[src/design/rnta_pkg.sv]
// rnta_pkg: shared types, constants and the digit-to-ASCII function for the
// radix number to ASCII converter. Used by rnta_ctrl, rnta_dpath and the top level.
// No dependencies.
package rnta_pkg;

    // Fixed port widths
    localparam int WHOLE_PORT_WIDTH    = 31;
    localparam int FRACTION_PORT_WIDTH = 32;
    localparam int CHAR_WIDTH          = 8;
    localparam int RADIX_WIDTH         = 5;
    localparam int FDIG_WIDTH          = 5;
    localparam int DIGIT_WIDTH         = 4;
    localparam int CFG_INDEX_WIDTH     = 1;
    localparam int CFG_DATA_WIDTH      = 5;

    // Restoring-division bit steps handled per clock
    localparam int DIV_STEPS = 8;

    // Register indexes on the configuration port
    localparam logic [CFG_INDEX_WIDTH-1:0] REG_RADIX           = 1'd0;
    localparam logic [CFG_INDEX_WIDTH-1:0] REG_FRACTION_DIGITS = 1'd1;

    // Register reset values and limits
    localparam logic [RADIX_WIDTH-1:0] RADIX_RESET = 5'd10;
    localparam logic [RADIX_WIDTH-1:0] RADIX_MIN   = 5'd2;
    localparam logic [RADIX_WIDTH-1:0] RADIX_MAX   = 5'd16;
    localparam logic [FDIG_WIDTH-1:0]  FDIG_RESET  = 5'd6;
    localparam logic [FDIG_WIDTH-1:0]  FDIG_MAX    = 5'd30;

    // Characters
    localparam logic [CHAR_WIDTH-1:0] CHAR_ZERO  = 8'h30;
    localparam logic [CHAR_WIDTH-1:0] CHAR_A     = 8'h41;
    localparam logic [CHAR_WIDTH-1:0] CHAR_POINT = 8'h2E;
    localparam logic [CHAR_WIDTH-1:0] CHAR_PLUS  = 8'h2B;
    localparam logic [CHAR_WIDTH-1:0] CHAR_MINUS = 8'h2D;
    localparam logic [DIGIT_WIDTH-1:0] DIGIT_MAX_DEC = 4'd9;

    typedef enum logic [2:0] {
        ST_IDLE,
        ST_DIV,
        ST_SIGN,
        ST_POP,
        ST_POINT,
        ST_FRAC
    } state_t;

    // Controller to datapath
    typedef struct packed {
        logic load;
        logic div_step;
        logic div_finish;
        logic emit_sign;
        logic emit_pop;
        logic emit_point;
        logic emit_frac;
    } cmd_t;

    // Datapath to controller
    typedef struct packed {
        logic out_free;
        logic quo_zero;
        logic pop_last;
        logic point_last;
        logic frac_last;
    } status_t;

    function automatic logic [CHAR_WIDTH-1:0] digit_char(input logic [DIGIT_WIDTH-1:0] d);
        logic [CHAR_WIDTH-1:0] ext;
        ext = {{(CHAR_WIDTH-DIGIT_WIDTH){1'b0}}, d};
        if (d > DIGIT_MAX_DEC)
        begin
            return ext - 8'd10 + CHAR_A;
        end
        return ext + CHAR_ZERO;
    endfunction

endpackage

[src/design/rnta_ctrl.sv]
// rnta_ctrl: sequencing state machine for the converter.
// Depends on rnta_pkg (state_t, cmd_t, status_t, DIV_STEPS).
module rnta_ctrl #(
    parameter int WHOLE_WIDTH = 31
) (
    input  logic             clk,
    input  logic             rst_n,
    input  logic             in_valid,
    output logic             in_stall,
    input  rnta_pkg::status_t stat,
    output rnta_pkg::cmd_t    cmd
);

    localparam int DIV_CYCLES = (WHOLE_WIDTH + rnta_pkg::DIV_STEPS - 1) / rnta_pkg::DIV_STEPS;
    localparam int CNT_W      = (DIV_CYCLES > 1) ? $clog2(DIV_CYCLES) : 1;
    localparam logic [CNT_W-1:0] CNT_LAST = CNT_W'(DIV_CYCLES - 1);

    rnta_pkg::state_t state_reg;
    rnta_pkg::state_t state_next;
    logic [CNT_W-1:0] div_cnt_reg;
    logic [CNT_W-1:0] div_cnt_next;
    logic             div_cnt_end;

    assign div_cnt_end = (div_cnt_reg == CNT_LAST);

    // Next state
    always_comb
    begin
        state_next = state_reg;
        case (state_reg)
            rnta_pkg::ST_IDLE:
            begin
                if (in_valid)
                begin
                    state_next = rnta_pkg::ST_DIV;
                end
            end
            rnta_pkg::ST_DIV:
            begin
                if (div_cnt_end && stat.quo_zero)
                begin
                    state_next = rnta_pkg::ST_SIGN;
                end
            end
            rnta_pkg::ST_SIGN:
            begin
                if (stat.out_free)
                begin
                    state_next = rnta_pkg::ST_POP;
                end
            end
            rnta_pkg::ST_POP:
            begin
                if (stat.out_free && stat.pop_last)
                begin
                    state_next = rnta_pkg::ST_POINT;
                end
            end
            rnta_pkg::ST_POINT:
            begin
                if (stat.out_free)
                begin
                    state_next = stat.point_last ? rnta_pkg::ST_IDLE : rnta_pkg::ST_FRAC;
                end
            end
            rnta_pkg::ST_FRAC:
            begin
                if (stat.out_free && stat.frac_last)
                begin
                    state_next = rnta_pkg::ST_IDLE;
                end
            end
            default:
            begin
                state_next = rnta_pkg::ST_IDLE;
            end
        endcase
    end

    // Outputs
    always_comb
    begin
        cmd          = '0;
        in_stall     = 1'b1;
        div_cnt_next = div_cnt_reg;
        case (state_reg)
            rnta_pkg::ST_IDLE:
            begin
                in_stall     = 1'b0;
                cmd.load     = in_valid;
                div_cnt_next = '0;
            end
            rnta_pkg::ST_DIV:
            begin
                cmd.div_step   = 1'b1;
                cmd.div_finish = div_cnt_end;
                div_cnt_next   = div_cnt_end ? '0 : div_cnt_reg + 1'b1;
            end
            rnta_pkg::ST_SIGN:
            begin
                cmd.emit_sign = stat.out_free;
            end
            rnta_pkg::ST_POP:
            begin
                cmd.emit_pop = stat.out_free;
            end
            rnta_pkg::ST_POINT:
            begin
                cmd.emit_point = stat.out_free;
            end
            rnta_pkg::ST_FRAC:
            begin
                cmd.emit_frac = stat.out_free;
            end
            default:
            begin
                cmd = '0;
            end
        endcase
    end

    always_ff @(posedge clk or negedge rst_n)
    begin
        if (!rst_n)
        begin
            state_reg   <= rnta_pkg::ST_IDLE;
            div_cnt_reg <= '0;
        end
        else
        begin
            state_reg   <= state_next;
            div_cnt_reg <= div_cnt_next;
        end
    end

endmodule

[src/design/rnta_dpath.sv]
// rnta_dpath: configuration registers, radix divider, digit stack, fraction
// multiplier and output register. Depends on rnta_pkg (cmd_t, status_t, constants).
module rnta_dpath #(
    parameter int WHOLE_WIDTH    = 31,
    parameter int FRACTION_WIDTH = 32
) (
    input  logic                                         clk,
    input  logic                                         rst_n,
    input  rnta_pkg::cmd_t                               cmd,
    output rnta_pkg::status_t                            stat,
    input  logic                                         is_negative,
    input  logic [rnta_pkg::WHOLE_PORT_WIDTH-1:0]        whole_part,
    input  logic [rnta_pkg::FRACTION_PORT_WIDTH-1:0]     fraction_part,
    input  logic                                         cfg_valid,
    input  logic [rnta_pkg::CFG_INDEX_WIDTH-1:0]         cfg_index,
    input  logic [rnta_pkg::CFG_DATA_WIDTH-1:0]          cfg_data,
    input  logic                                         out_stall,
    output logic                                         out_valid,
    output logic [rnta_pkg::CHAR_WIDTH-1:0]              character,
    output logic                                         last
);

    localparam int DIV_BITS = ((WHOLE_WIDTH + rnta_pkg::DIV_STEPS - 1) / rnta_pkg::DIV_STEPS)
                              * rnta_pkg::DIV_STEPS;
    localparam int DEPTH_W  = $clog2(WHOLE_WIDTH + 1);
    localparam int PROD_W   = FRACTION_WIDTH + rnta_pkg::RADIX_WIDTH;
    localparam int DW       = rnta_pkg::DIGIT_WIDTH;
    localparam int RW       = rnta_pkg::RADIX_WIDTH;

    // Configuration
    logic [RW-1:0]                   radix_reg;
    logic [RW-1:0]                   radix_next;
    logic [rnta_pkg::FDIG_WIDTH-1:0] fdig_reg;
    logic [rnta_pkg::FDIG_WIDTH-1:0] fdig_next;
    logic [RW-1:0]                   radix_sat;
    logic [rnta_pkg::FDIG_WIDTH-1:0] fdig_sat;

    // Working registers
    logic [DIV_BITS-1:0]             div_reg;
    logic [DIV_BITS-1:0]             div_next;
    logic [DW-1:0]                   rem_reg;
    logic [DW-1:0]                   rem_next;
    logic [FRACTION_WIDTH-1:0]       frac_reg;
    logic [FRACTION_WIDTH-1:0]       frac_next;
    logic [rnta_pkg::FDIG_WIDTH-1:0] fd_left_reg;
    logic [rnta_pkg::FDIG_WIDTH-1:0] fd_left_next;
    logic                            sign_reg;
    logic                            sign_next;
    logic [DW-1:0]                   stack_reg [WHOLE_WIDTH];
    logic [DW-1:0]                   stack_next [WHOLE_WIDTH];
    logic [DEPTH_W-1:0]              depth_reg;
    logic [DEPTH_W-1:0]              depth_next;

    // Output register
    logic                            out_valid_reg;
    logic                            out_valid_next;
    logic [rnta_pkg::CHAR_WIDTH-1:0] char_reg;
    logic [rnta_pkg::CHAR_WIDTH-1:0] char_next;
    logic                            last_reg;
    logic                            last_next;

    // Arithmetic
    logic [DIV_BITS-1:0]             div_d;
    logic [RW-1:0]                   div_r;
    logic [PROD_W-1:0]               prod;
    logic [FRACTION_WIDTH-1:0]       prod_frac;
    logic [DW-1:0]                   prod_digit;

    always_comb
    begin
        radix_sat = radix_reg;
        if (radix_reg < rnta_pkg::RADIX_MIN)
        begin
            radix_sat = rnta_pkg::RADIX_MIN;
        end
        else if (radix_reg > rnta_pkg::RADIX_MAX)
        begin
            radix_sat = rnta_pkg::RADIX_MAX;
        end
        fdig_sat = (fdig_reg > rnta_pkg::FDIG_MAX) ? rnta_pkg::FDIG_MAX : fdig_reg;
    end

    always_comb
    begin
        radix_next = radix_reg;
        fdig_next  = fdig_reg;
        if (cfg_valid)
        begin
            case (cfg_index)
                rnta_pkg::REG_RADIX:           radix_next = cfg_data;
                rnta_pkg::REG_FRACTION_DIGITS: fdig_next  = cfg_data;
                default:                       radix_next = radix_reg;
            endcase
        end
    end

    // Restoring division by the radix, DIV_STEPS quotient bits per cycle
    always_comb
    begin
        div_d = div_reg;
        div_r = {1'b0, rem_reg};
        for (int i = 0; i < rnta_pkg::DIV_STEPS; i++)
        begin
            div_r = {div_r[RW-2:0], div_d[DIV_BITS-1]};
            div_d = {div_d[DIV_BITS-2:0], 1'b0};
            if (div_r >= radix_sat)
            begin
                div_r    = div_r - radix_sat;
                div_d[0] = 1'b1;
            end
        end
    end

    // One fraction digit: multiply, split off the integer part
    assign prod       = PROD_W'(frac_reg) * PROD_W'(radix_sat);
    assign prod_frac  = prod[FRACTION_WIDTH-1:0];
    assign prod_digit = prod[FRACTION_WIDTH+DW-1:FRACTION_WIDTH];

    assign stat.out_free   = !out_valid_reg || !out_stall;
    assign stat.quo_zero   = (div_d == '0);
    assign stat.pop_last   = (depth_reg == DEPTH_W'(1));
    assign stat.point_last = (frac_reg == '0) || (fd_left_reg == '0);
    assign stat.frac_last  = (prod_frac == '0) || (fd_left_reg == rnta_pkg::FDIG_WIDTH'(1));

    always_comb
    begin
        div_next     = div_reg;
        rem_next     = rem_reg;
        frac_next    = frac_reg;
        fd_left_next = fd_left_reg;
        sign_next    = sign_reg;
        depth_next   = depth_reg;
        stack_next   = stack_reg;
        if (cmd.load)
        begin
            div_next     = DIV_BITS'(whole_part[WHOLE_WIDTH-1:0]);
            rem_next     = '0;
            frac_next    = fraction_part[FRACTION_WIDTH-1:0];
            fd_left_next = fdig_sat;
            sign_next    = is_negative;
            depth_next   = '0;
        end
        if (cmd.div_step)
        begin
            div_next = div_d;
            rem_next = cmd.div_finish ? '0 : div_r[DW-1:0];
        end
        if (cmd.div_finish)
        begin
            // push the remainder digit onto the stack
            stack_next[0] = div_r[DW-1:0];
            for (int i = 1; i < WHOLE_WIDTH; i++)
            begin
                stack_next[i] = stack_reg[i-1];
            end
            depth_next = depth_reg + 1'b1;
        end
        if (cmd.emit_pop)
        begin
            for (int i = 0; i < WHOLE_WIDTH - 1; i++)
            begin
                stack_next[i] = stack_reg[i+1];
            end
            depth_next = depth_reg - 1'b1;
        end
        if (cmd.emit_frac)
        begin
            frac_next    = prod_frac;
            fd_left_next = fd_left_reg - 1'b1;
        end
    end

    always_comb
    begin
        char_next      = char_reg;
        last_next      = last_reg;
        out_valid_next = out_valid_reg && out_stall;
        if (cmd.emit_sign)
        begin
            char_next = sign_reg ? rnta_pkg::CHAR_MINUS : rnta_pkg::CHAR_PLUS;
            last_next = 1'b0;
        end
        else if (cmd.emit_pop)
        begin
            char_next = rnta_pkg::digit_char(stack_reg[0]);
            last_next = 1'b0;
        end
        else if (cmd.emit_point)
        begin
            char_next = rnta_pkg::CHAR_POINT;
            last_next = stat.point_last;
        end
        else if (cmd.emit_frac)
        begin
            char_next = rnta_pkg::digit_char(prod_digit);
            last_next = stat.frac_last;
        end
        if (cmd.emit_sign || cmd.emit_pop || cmd.emit_point || cmd.emit_frac)
        begin
            out_valid_next = 1'b1;
        end
    end

    always_ff @(posedge clk or negedge rst_n)
    begin
        if (!rst_n)
        begin
            radix_reg     <= rnta_pkg::RADIX_RESET;
            fdig_reg      <= rnta_pkg::FDIG_RESET;
            out_valid_reg <= 1'b0;
            depth_reg     <= '0;
        end
        else
        begin
            radix_reg     <= radix_next;
            fdig_reg      <= fdig_next;
            out_valid_reg <= out_valid_next;
            depth_reg     <= depth_next;
        end
    end

    always_ff @(posedge clk)
    begin
        div_reg     <= div_next;
        rem_reg     <= rem_next;
        frac_reg    <= frac_next;
        fd_left_reg <= fd_left_next;
        sign_reg    <= sign_next;
        stack_reg   <= stack_next;
        char_reg    <= char_next;
        last_reg    <= last_next;
    end

    assign out_valid = out_valid_reg;
    assign character = char_reg;
    assign last      = last_reg;

endmodule

[src/design/radix_number_to_ascii.sv]
// radix_number_to_ascii: top level of the fixed-point to base-N text converter.
// Depends on rnta_pkg, rnta_ctrl and rnta_dpath.
//
//   channel   direction  handshake               beat payload
//   -------   ---------  ----------------------  -----------------------------------------
//   in        input      in_valid / in_stall     is_negative, whole_part, fraction_part
//   out       output     out_valid / out_stall   character, last
//   cfg       input      cfg_valid / cfg_ready   cfg_index, cfg_data
//
// One number at a time. After an input beat is taken, the radix divider produces
// each integer digit in turn (8 quotient bits per cycle); then the sign, the
// integer digits, the point and the fraction digits go out one character at a
// time, with one fraction multiply per digit.
// Reset restores radix 10 and 6 fraction digits and empties the output register.
// A stall on the output holds the character register and pauses the sequencer;
// in_stall stays high until the last character of a number is in the output
// register. Configuration beats are always taken (cfg_ready is tied high).
module radix_number_to_ascii #(
    parameter int WHOLE_WIDTH    = 31,
    parameter int FRACTION_WIDTH = 32
) (
    input  logic                                     clk,
    input  logic                                     rst_n,
    // number in
    input  logic                                     in_valid,
    output logic                                     in_stall,
    input  logic                                     is_negative,
    input  logic [rnta_pkg::WHOLE_PORT_WIDTH-1:0]    whole_part,
    input  logic [rnta_pkg::FRACTION_PORT_WIDTH-1:0] fraction_part,
    // characters out
    output logic                                     out_valid,
    input  logic                                     out_stall,
    output logic [rnta_pkg::CHAR_WIDTH-1:0]          character,
    output logic                                     last,
    // register writes
    input  logic                                     cfg_valid,
    output logic                                     cfg_ready,
    input  logic [rnta_pkg::CFG_INDEX_WIDTH-1:0]     cfg_index,
    input  logic [rnta_pkg::CFG_DATA_WIDTH-1:0]      cfg_data
);

    rnta_pkg::cmd_t    cmd;
    rnta_pkg::status_t stat;

    // Registers accept a write in any cycle; software is to write only while idle, which the block does not enforce.
    assign cfg_ready = 1'b1;

    // Sequencer: divide, then sign, digits, point, fraction digits
    rnta_ctrl #(
        .WHOLE_WIDTH (WHOLE_WIDTH)
    ) u_ctrl (
        .clk      (clk),
        .rst_n    (rst_n),
        .in_valid (in_valid),
        .in_stall (in_stall),
        .stat     (stat),
        .cmd      (cmd)
    );

    // Divider, digit stack, fraction multiplier and output register
    rnta_dpath #(
        .WHOLE_WIDTH    (WHOLE_WIDTH),
        .FRACTION_WIDTH (FRACTION_WIDTH)
    ) u_dpath (
        .clk           (clk),
        .rst_n         (rst_n),
        .cmd           (cmd),
        .stat          (stat),
        .is_negative   (is_negative),
        .whole_part    (whole_part),
        .fraction_part (fraction_part),
        .cfg_valid     (cfg_valid),
        .cfg_index     (cfg_index),
        .cfg_data      (cfg_data),
        .out_stall     (out_stall),
        .out_valid     (out_valid),
        .character     (character),
        .last          (last)
    );

endmodule
[config.mk]
export PLATFORM = sky130hd
export DESIGN_NAME = radix_number_to_ascii
export DESIGN_NICKNAME = d
export VERILOG_FILES = /design/src/design/rnta_pkg.sv /design/src/design/rnta_ctrl.sv /design/src/design/rnta_dpath.sv /design/src/design/radix_number_to_ascii.sv
export SDC_FILE = /design/constraint.sdc
export NUM_CORES = 1
export LEC_CHECK = 0
export BUFFER_PORTS_ARGS = -buffer_cell sky130_fd_sc_hd__buf_4
export CORE_MARGIN = 2
export CORE_UTILIZATION = 64
export CTS_BUF_LIST = sky130_fd_sc_hd__clkbuf_2 sky130_fd_sc_hd__clkbuf_4 sky130_fd_sc_hd__clkbuf_8
export DETAILED_ROUTE_END_ITERATION = 7
export PLACE_DENSITY = 0.83
export SLEW_MARGIN = 20
export SYNTH_ARGS = -nofsm -noshare
export SYNTH_HDL_FRONTEND = slang
export SYNTH_SLANG_ARGS = --single-unit
[constraint.sdc]
create_clock -name clk -period 21.7 [get_ports clk]
set_input_delay 5.425 -clock clk [delete_from_list [all_inputs] [get_ports clk]]
set_output_delay 5.425 -clock clk [all_outputs]
set_load 0.02 [all_outputs]
==> out/summary.txt, run 1 <==
Post-route minimum period: 18440 ps
Core Util, Final: 71.2%
EDFF count, synth: 205
Crit path required time: 22130 ps
Initial Utilization: 65.0%
CP Max Fanout: 36
Max-Cap Viols: 0
Worst setup EP type: flip-flop
Detailed-route via count: 12787
Outcome: completed
CORE AREA: 0.0259 mm^2
Wire per inst: 18.6 um
Clock slew at reported path FFs: 60 ps
WHS Endpoint: u_dpath.stack_reg[2]
Type of the worst setup path: reg2reg
Commonest non-fill, non-tap cell in the layout: nand2_1
CTS tree: built
GPL Wtd Cong: 0.966
Reg2Reg Capture Point: u_ctrl.state_reg[0]
Via density: 6.23
Avg Inst Size Synth: 10.3 um^2
Ys async rst share: 9.25%
Antenna violations before repair: 1
Worst EP arrival: 18870 ps
Clk_skew: 26.6 ps
Reg2Reg Launch Point: u_dpath.radix_reg[4]
R2R cell count: 56
Slew headroom: 27.3%
Clock H-tree levels: 2
Routed WL: 38.2 mm
Vias in the first global route: 12894
Post-route setup TNS: 0 ps
Area delta synth->final: 9.61%
# clock sinks: 227
Pre-antenna DRT Iters: 5
CTS-repair resized insts: 0
Number of remaining DRC errors: 0
FF/Latch Area: 0.00671 mm^2
CP max stage cell: a211oi_1
Post-synthesis net count: 1907
CTS Hold Bufs: 0
Layout cells sized above 1: 13.0%
Die width: 166 um
Multi-input gate area: 0.00935 mm^2
Clock Path Buffers: 3
Final setup vio count: 0
Yosys warning count: 0
Crit share post-route: 85.0%
RSZ-0062 raised after global routing: false
Area leader, netlist: edfxtp_1
Fillers: 1876
Total congestion overflow: 0
Detailed Route Iter0 Violations: 1236
Fin. Hold Viols: 0
CTS root buf: clkbuf_8
Post-CTS Setup Inserts: 0
Synthesized flop and latch total: 227
Most frequent cells in the layout: nand2_1 (290), edfxtp_1 (205), inv_1 (118)
Final Slew Violations: 0
Final nets: 1963
Total CTS buffers: 41
R2R setup slack: 3260 ps
Max reg flops: 124
CP Launch Type: flip-flop
Diode count: 0
Worst Min Path Start: u_dpath.stack_reg[6]
Crit-path most repeated cell: o21ai_0
Crit path largest cell delay: 840 ps
All-layer global routing usage: 27.6%
Port Buffers: 84
DRT antenna net count: 0
Hpwl dp: 26.9 mm
Sequential area share after synthesis: 39.8%
Worst hold stages: 0
First-pass GRT wire length: 62.8 mm
Hold Path Class: reg2reg
Ys flop type: edfxtp_1
Worst Max-Slew Pin Slew: 1090 ps
Die Y: 166 um
Core Rows: 59
Post-synth top area share: 36.6%
Yosys cell types: 88
Synth Instances: 1637
Largest net degree at the start of global routing: 128
Clock Latency Late Sink: 570 ps
Die area: 0.0276 mm^2
Num ports: 87
Area contributors post-synth: edfxtp_1 (37%), fa_1 (12%), ha_1 (7.3%)
Mapped Area: 0.0168 mm^2
F_max: 54.2 MHz
[how the worst max path moves through the flow]
stage                                     from  slack, ps             endpoint  cells past startpoint
final                     u_dpath.radix_reg[4]       3260  u_ctrl.state_reg[0]                     56
after global routing      u_dpath.radix_reg[4]       1420  u_ctrl.state_reg[2]                     56
after CTS                 u_dpath.radix_reg[4]       3120  u_ctrl.state_reg[0]                     56
after detailed placement  u_dpath.radix_reg[4]       3190  u_ctrl.state_reg[0]                     56
after global placement    u_dpath.radix_reg[4]       4420  u_ctrl.state_reg[2]                     56
after floorplan           u_dpath.radix_reg[1]       6170  u_ctrl.state_reg[2]                     58
[layout make-up]
type / count / share of cell area [%]
multi-input combinational: 1209 / 50.7
timing repair buffer: 95 / 3.89
inverter: 119 / 2.43
tap: 335 / 2.27
clock buffer: 50 / 3.53
sequential: 227 / 36.4
clock inverter: 19 / 0.868
[kinds of logic after synthesis]
group           after synthesis  share of synthesized area, %
simple gates                550                          15.4
other cells                   2                        0.0446
flops                       227                          39.8
fa+ha+maj                   195                          18.8
mux                          45                          2.93
buf+inv                     201                          4.77
xor+xnor                     48                          2.50
compound gates              369                          15.7
[through the flow]
| step | hold slack, ps | std cells | worst slack [ps] | instance area (um^2) |
|---|---|---|---|---|
| floorplan | 427 | 1637 | 6170 | 16800 |
| global placement | 431 | 1985 | 4420 | 17600 |
| detailed placement | 442 | 1985 | 3190 | 17600 |
| CTS | 445 | 2054 | 3120 | 18500 |
| global route | 470 | 2054 | 1420 | 18500 |
| finish | 448 | 2054 | 3260 | 18500 |
[synthesized netlist by cell type, types with 4 or more instances]
| cell type | n |
|---|---|
| nor3_1 | 18 |
| a22o_1 | 116 |
| dfrtp_1 | 17 |
| nand2_1 | 291 |
| o22ai_1 | 4 |
| clkbuf_1 | 65 |
| fa_1 | 97 |
| o21ai_0 | 86 |
| ha_1 | 98 |
| nand3b_1 | 5 |
| o21a_1 | 10 |
| and3_1 | 5 |
| or3_1 | 8 |
| inv_1 | 119 |
| a31oi_1 | 14 |
| buf_2 | 4 |
| mux2i_1 | 11 |
| nand3_1 | 31 |
| xor2_1 | 13 |
| buf_1 | 6 |
| nor4_1 | 18 |
| dfstp_2 | 4 |
| nand4_1 | 13 |
| o311ai_0 | 5 |
| edfxtp_1 | 205 |
| a211oi_1 | 12 |
| and2_1 | 72 |
| a21o_1 | 13 |
| xnor2_1 | 35 |
| nand2b_1 | 7 |
| mux2_2 | 34 |
| a21oi_1 | 54 |
| o31ai_1 | 5 |
| nor2b_1 | 12 |
| nor2_1 | 46 |
| a2111oi_0 | 4 |
[critical path: cells and delay by family, from the launching register on]
kind	cells	cell delay, ps
compound gates	29	10180
fa+ha+maj	8	2600
buf+inv	2	630
flops	1	810
mux	5	2200
simple gates	12	1920
[metal layers]
metal,wire length (um),GRT usage [%]
met5,13,0
met4,996,9.87
met3,3010,5.84
met2,17700,43.4
met1,16600,38.4
Power of run 1 is not shown: default switching activity piles up to over one toggle a cycle in this logic, so the estimate is an artifact.
==> run 2, diff against run 1 <==
--- a/config.mk
+++ b/config.mk
@@ -5,12 +5,13 @@
 export SDC_FILE = /design/constraint.sdc
 export NUM_CORES = 1
 export LEC_CHECK = 0
+export ABC_AREA = 1
 export BUFFER_PORTS_ARGS = -buffer_cell sky130_fd_sc_hd__buf_4
 export CORE_MARGIN = 2
-export CORE_UTILIZATION = 64
+export CORE_UTILIZATION = 65
 export CTS_BUF_LIST = sky130_fd_sc_hd__clkbuf_2 sky130_fd_sc_hd__clkbuf_4 sky130_fd_sc_hd__clkbuf_8
 export DETAILED_ROUTE_END_ITERATION = 7
-export PLACE_DENSITY = 0.83
+export PLACE_DENSITY = 0.84
 export SLEW_MARGIN = 20
 export SYNTH_ARGS = -nofsm -noshare
 export SYNTH_HDL_FRONTEND = slang
==> constraint.sdc (replaced) <==
create_clock -name clk -period 17.3 [get_ports clk]
set_input_delay 4.325 -clock clk [delete_from_list [all_inputs] [get_ports clk]]
set_output_delay 4.325 -clock clk [all_outputs]
set_load 0.02 [all_outputs]
==> run 2 against run 1 <==
Net effect:
- flip-flop and latch count unchanged
- cell count increased by 26%
- non-clock buffer count unchanged
- clock skew increased by 17 ps
- cell area increased by 4.4%
- die area increased by 2.9%
- global-route usage increased by 2.6 points
- via count increased by 15%
- largest cell class unchanged
==> out/summary.txt, run 2 <==
Outcome: completed
Ys flop type: edfxtp_1
Antenna violations before repair: 1 (unchanged)
Crit-path most repeated cell: nand2_1
Post-synthesis net count: 2406 (+26%)
DRT antenna net count: 0 (unchanged)
Clock Latency Late Sink: 590 ps (+20 ps)
Clock H-tree levels: 2 (unchanged)
F_max: 71.9 MHz (+33%)
Most frequent cells in the layout: nand2_1 (553), inv_1 (420), edfxtp_1 (205)
Fin. Hold Viols: 0 (unchanged)
Post-CTS Setup Inserts: 0 (unchanged)
GPL Wtd Cong: 1.01 (+4.9%)
Vias in the first global route: 14505 (+12%)
Clk_skew: 44.0 ps (+17.4 ps)
Largest family of logic cells by synthesized area: simple AND/OR/NAND/NOR gates
Clock slew at reported path FFs: 60 ps (about the same)
Post-synthesis compound-gate area fraction: 10.1% (-5.6 points)
Area contributors post-synth: edfxtp_1 (35%), nand2_1 (12%), fa_1 (11%)
# clock sinks: 227 (unchanged)
Crit share post-route: 80.4% (-4.5 points)
Num ports: 87 (unchanged)
Commonest non-fill, non-tap cell in the layout: nand2_1
CP Launch Type: flip-flop
Detailed-route via count: 14715 (+15%)
Adder-Cell Fraction of Synth Area: 18.0% (-0.83 points)
Max reg flops: 124 (unchanged)
Max-Cap Viols: 0 (unchanged)
Mapped Area: 0.0176 mm^2 (+4.6%)
Commonest cells in the netlist: nand2_1 (554), inv_1 (421), edfxtp_1 (205)
Placed cell count: 2513 (+27%)
Hpwl dp: 31.3 mm (+17%)
Synthesized flop and latch total: 227 (unchanged)
Worst hold stages: 0 (unchanged)
All-layer global routing usage: 30.3% (+2.6 points)
Number of remaining DRC errors: 0 (unchanged)
CP max stage cell: dfrtp_2
Avg Inst Size Synth: 8.24 um^2 (-20%)
Clock Path Buffers: 3 (unchanged)
Die width: 169 um (+1.4%)
Crit path largest cell delay: 830 ps (about the same)
Sequential area share after synthesis: 38.1% (-1.7 points)
Layout cells sized above 1: 11.1% (-2.0 points)
Pre-antenna DRT Iters: 6 (+1)
Yosys warning count: 0 (unchanged)
Post-route minimum period: 13910 ps (-4520 ps)
Routed WL: 42.3 mm (+11%)
CTS-repair resized insts: 0 (unchanged)
Via density: 5.70 (-8.4%)
Yosys cell types: 57 (-35%)
Post-Synth Simple-Gate Area: 21.2% (+5.8 points)
Die Y: 169 um (+1.4%)
Hold Path Class: reg2reg
Largest net degree at the start of global routing: 123 (-3.9%)
Wire per inst: 16.4 um (-12%)
Area leader, netlist: edfxtp_1
R2R cell count: 71 (+27%)
Port Buffers: 84 (unchanged)
Die area: 0.0284 mm^2 (+2.9%)
Area delta synth->final: 9.42%
XOR/XNOR share of the synthesized area: 1.64% (-0.86 points)
Slew headroom: 30.4% (+3.1 points)
Finished Layout Cells: 2581 (+26%)
CORE AREA: 0.0268 mm^2 (+3.4%)
Crit path required time: 17760 ps (-4370 ps)
Final Slew Violations: 0 (unchanged)
Post-route setup TNS: 0 ps (unchanged)
Type of the worst setup path: reg2reg
Initial Utilization: 65.7% (+0.73 points)
Worst setup EP type: flip-flop
Ys async rst share: 9.25% (unchanged)
EDFF count, synth: 205 (unchanged)
Post-synth top area share: 35.0% (-1.6 points)
CP Max Fanout: 36 (unchanged)
Final setup vio count: 0 (unchanged)
CTS Hold Bufs: 0 (unchanged)
CTS tree: built
Count leader, synth: nand2_1
Synth Instances: 2136 (+30%)
Total CTS buffers: 39 (-4.9%)
Worst Max-Slew Pin Slew: 1040 ps (-47.4 ps)
RSZ-0062 raised after global routing: false
Detailed Route Iter0 Violations: 1473 (+19%)
Total congestion overflow: 0 (unchanged)
Core Rows: 60 (+1.7%)
CTS root buf: clkbuf_8
Worst EP arrival: 14380 ps (-4490 ps)
First-pass GRT wire length: 69.0 mm (+10%)
Final nets: 2483 (+26%)
Mux cell area share after synthesis: 0.185% (-2.7 points)
-- run 2: cell types whose count changed in the layout (fill, tap and decap cells not counted), moves of 18 or more --
cell     delta
inv_1     +302
nand2_1   +263
a22o_1    -116
o22ai_1   +110
nor2_1    +104
and2_1     -66
mux2_2     -32
nand3_1    +28
nand2_2    +21
xnor2_1    -18
-- run 2: layout make-up --
cell class                 instances  area (um^2)
tap                              341          427
antenna                            1         2.50
sequential                       227         6710
fill                            2041         7530
timing repair buffer              95          721
multi-input combinational       1410         9020
inverter                         440         1660
clock inverter                    11         67.6
clock buffer                      56          664
-- run 2: final timing paths --
path	startpoint	to	slack (ps)
setup reg to reg	u_dpath.radix_reg[4]	u_ctrl.state_reg[0]	3390
max in group asynchronous	rst_n	u_dpath.fdig_reg[1]	13360
hold / removal	u_dpath.stack_reg[5]	u_dpath.stack_reg[1]	450
hold reg to reg	u_dpath.stack_reg[5]	u_dpath.stack_reg[1]	450
min in group asynchronous	rst_n	u_ctrl.state_reg[2]	3640
setup / recovery	u_dpath.radix_reg[4]	u_ctrl.state_reg[0]	3390
-- run 2: routing by layer --
metal	vias up	GRT usage, %	wire [um]
li1	7039	-	-
met2	649	51.0	20300
met3	134	5.17	3320
met1	6893	38.8	17000
met5	-	0	0
met4	0	13.2	1670
-- run 2: worst max-delay path: cells and delay by family (launching register included) --
| kind | cells | cell delay (ps) |
|---|---|---|
| AOI/OAI and AO/OA | 28 | 5260 |
| and+or+nand+nor | 27 | 3220 |
| adders and majority gates | 8 | 2620 |
| buffers and inverters | 6 | 1040 |
| DFF | 1 | 830 |
| muxes | 2 | 790 |
-- run 2: kinds of logic (layout without fill, tap and decap cells) --
kind of cell	after synthesis	after routing
other	2	3
adder cells (fa/ha/maj)	195	195
AO/OA/AOI/OAI	300	300
flip-flops	227	227
buffers and inverters	499	602
AND/OR/NAND/NOR	877	877
multiplexers	3	3
XOR/XNOR	33	33
-- run 2: metrics by stage --
step	setup WS, ps	util (%)	hold WS (ps)	cell area, um^2
6_report	3390	71.9	453	19300
5_1_grt	2140	71.9	463	19300
3_5_place_dp	3160	69.1	441	18500
4_1_cts	3120	71.8	453	19300
3_3_place_gp	3900	69.1	432	18500
2_1_floorplan	5440	-	427	17600
Power of run 2 is left out for the same reason.
==> run 3, diff against run 2 <==
--- a/config.mk
+++ b/config.mk
@@ -8,10 +8,10 @@
 export ABC_AREA = 1
 export BUFFER_PORTS_ARGS = -buffer_cell sky130_fd_sc_hd__buf_4
 export CORE_MARGIN = 2
-export CORE_UTILIZATION = 65
+export CORE_UTILIZATION = 58
 export CTS_BUF_LIST = sky130_fd_sc_hd__clkbuf_2 sky130_fd_sc_hd__clkbuf_4 sky130_fd_sc_hd__clkbuf_8
 export DETAILED_ROUTE_END_ITERATION = 7
-export PLACE_DENSITY = 0.84
+export PLACE_DENSITY = 0.79
 export SLEW_MARGIN = 20
 export SYNTH_ARGS = -nofsm -noshare
 export SYNTH_HDL_FRONTEND = slang
==> constraint.sdc (replaced) <==
create_clock -name clk -period 12.68 [get_ports clk]
set_input_delay 3.17 -clock clk [delete_from_list [all_inputs] [get_ports clk]]
set_output_delay 3.17 -clock clk [all_outputs]
set_load 0.02 [all_outputs]
==> run 3 against run 2 <==
Net effect:
- via count about the same
- worst setup slack worse by 2600 ps
- sequential share of layout area down 0.89 points
- first-iteration DRC count down 31%
- non-clock buffer count up 27
- critical path type unchanged
- maximum frequency up 17%
- cell area up 2.6%
- routed wire length up 3.0%
- critical path depth down 5
==> out/summary.txt, run 3 (synthesis gave the netlist of run 2 again) <==
Max-Cap Viols: 0 (unchanged)
Top delay family on crit path: compound AO/OA/AOI/OAI gates
Worst Max-Slew Pin Slew: 1170 ps (+125 ps)
Crit path required time: 12970 ps (-4790 ps)
Wire per inst: 16.4 um (-0.17%)
Num ports: 87 (unchanged)
Most frequent cells in the layout: nand2_1 (552), inv_1 (418), edfxtp_1 (205)
Outcome: completed
Hold Path Class: reg2reg
M1 WL: 18.8 mm (+11%)
# clock sinks: 227 (unchanged)
CP Max Fanout: 8 (-78%)
Clk_skew: 40.2 ps (-3.80 ps)
Met2 wire len: 20.3 mm (about the same)
Crit share post-route: 93.7% (+13 points)
Placed Area: 0.0186 mm^2 (+0.59%)
R2R setup slack: 800 ps (-2580 ps)
DRT antenna net count: 0 (unchanged)
First-pass GRT wire length: 70.7 mm (+2.4%)
Reg2Reg Launch Point: u_dpath.radix_reg[1]
Crit-path most repeated cell: nand2_1
Final setup vio count: 0 (unchanged)
Fin. Hold Viols: 0 (unchanged)
Antenna violations before repair: 1 (unchanged)
Worst setup EP type: flip-flop
Top sig layer: met4
Final Slew Violations: 0 (unchanged)
Die area: 0.0318 mm^2 (+12%)
Clock H-tree levels: 2 (unchanged)
Finished Layout Cells: 2664 (+3.2%)
Crit path largest cell delay: 550 ps (-280 ps)
GPL Wtd Cong: 0.942 (-7.1%)
Largest net degree at the start of global routing: 122 (-0.81%)
Crit path buf inv count: 11 (+5)
Post-route setup TNS: 0 ps (unchanged)
Area delta synth->final: 12.3%
Vias in the first global route: 14777 (+1.9%)
CTS root buf: clkbuf_8
Post-Layout Inst Area: 0.0198 mm^2 (+2.6%)
Clock Path Buffers: 3 (unchanged)
Number of remaining DRC errors: 0 (unchanged)
R2R cell count: 66 (-7.0%)
Multi-input gate area: 0.00907 mm^2 (+0.54%)
Pre-antenna DRT Iters: 5 (-1)
Via density: 5.52 (-3.1%)
Core Rows: 63 (+5.0%)
WHS Endpoint: u_dpath.stack_reg[2]
Slew headroom: 22.0% (-8.3 points)
Worst Min Path Start: u_dpath.stack_reg[6]
Commonest non-fill, non-tap cell in the layout: nand2_1
Final nets: 2511 (+1.1%)
Post-route minimum period: 11880 ps (-2040 ps)
Crit path depth: 66 (-7.0%)
Die Y: 178 um (+5.7%)
CTS tree: built
CTS Hold Bufs: 0 (unchanged)
Met3 routed WL: 2.70 mm (-19%)
Type of the worst setup path: reg2reg
Hpwl dp: 31.9 mm (+1.8%)
All-layer global routing usage: 27.9% (-2.3 points)
Detailed-route via count: 14718 (+0.020%)
Total congestion overflow: 0 (unchanged)
Die width: 178 um (+5.7%)
Worst hold stages: 0 (unchanged)
Detailed Route Iter0 Violations: 1015 (-31%)
Layout cells sized above 1: 13.0% (+1.9 points)
Max reg flops: 124 (unchanged)
CORE AREA: 0.0298 mm^2 (+11%)
Fillers: 2517 (+23%)
F_max: 84.2 MHz (+17%)
Worst EP arrival: 12170 ps (-2210 ps)
FF/Latch Area: 0.00671 mm^2 (about the same)
Placed cell count: 2569 (+2.2%)
Clock Latency Late Sink: 580 ps (about the same)
Routed WL: 43.6 mm (+3.0%)
Initial Utilization: 59.1% (-6.6 points)
Total CTS buffers: 40 (+2.6%)
Port Buffers: 84 (unchanged)
CP max stage cell: dfstp_2
Reg2Reg Capture Point: u_dpath.stack_reg[122]
CP Launch Type: flip-flop
Clock slew at reported path FFs: 70 ps (about the same)
Worst Setup SP: u_dpath.radix_reg[1]
run 3: cell count changes in the layout (fill, tap and decap cells not counted), sizes merged:
cell | previous run | this run
clkbuf | 56 | 63
buf | 95 | 122
inv | 440 | 438
bufinv | 0 | 2
clkinvlp | 1 | 0
clkinv | 10 | 11
run 3: worst max path at each step:
stage	endpoint	slack (ps)
floorplan	u_ctrl.state_reg[0]	820
global placement	u_ctrl.state_reg[0]	860
detailed placement	u_ctrl.state_reg[0]	60
CTS	u_ctrl.state_reg[0]	100
global route	u_ctrl.state_reg[0]	-140
finish	u_dpath.stack_reg[122]	800
run 3: final cells by class:
cell class | count | area share, %
multi-input combinational | 1410 | 45.9
sequential | 227 | 33.9
inverter | 440 | 8.39
timing repair buffer | 122 | 4.71
clock buffer | 63 | 3.94
tap | 390 | 2.47
clock inverter | 11 | 0.684
antenna | 1 | 0.0127
run 3: timing repair:
action                     4_1_cts  5_1_grt
pin swaps                        1       11
setup endpoints to repair        1       12
gates resized for setup          0       20
buffers inserted                 3       17
run 3: per-layer routing:
metal	up-vias	global-route usage (%)
met3	129	4.05
met2	506	46.1
met5	-	0
met4	0	11.8
met1	6994	36.9
li1	7089	-
run 3: metrics by stage:
step | util, % | hold slack (ps) | setup slack [ps]
after floorplan | - | 427 | 823
after global placement | 62.5 | 432 | 861
after detailed placement | 62.5 | 442 | 62.4
after CTS | 65.7 | 456 | 95.8
after global routing | 66.3 | 465 | -142
final | 66.3 | 453 | 805
run 3: worst register-to-register path: cells and delay by family (launching register included):
family | cells | cell delay [ps]
flops | 1 | 550
mux | 2 | 760
compound gates | 29 | 5100
buf+inv | 11 | 1200
simple gates | 16 | 1540
fa+ha+maj | 8 | 2450
Power of run 3 is left out for the same reason.
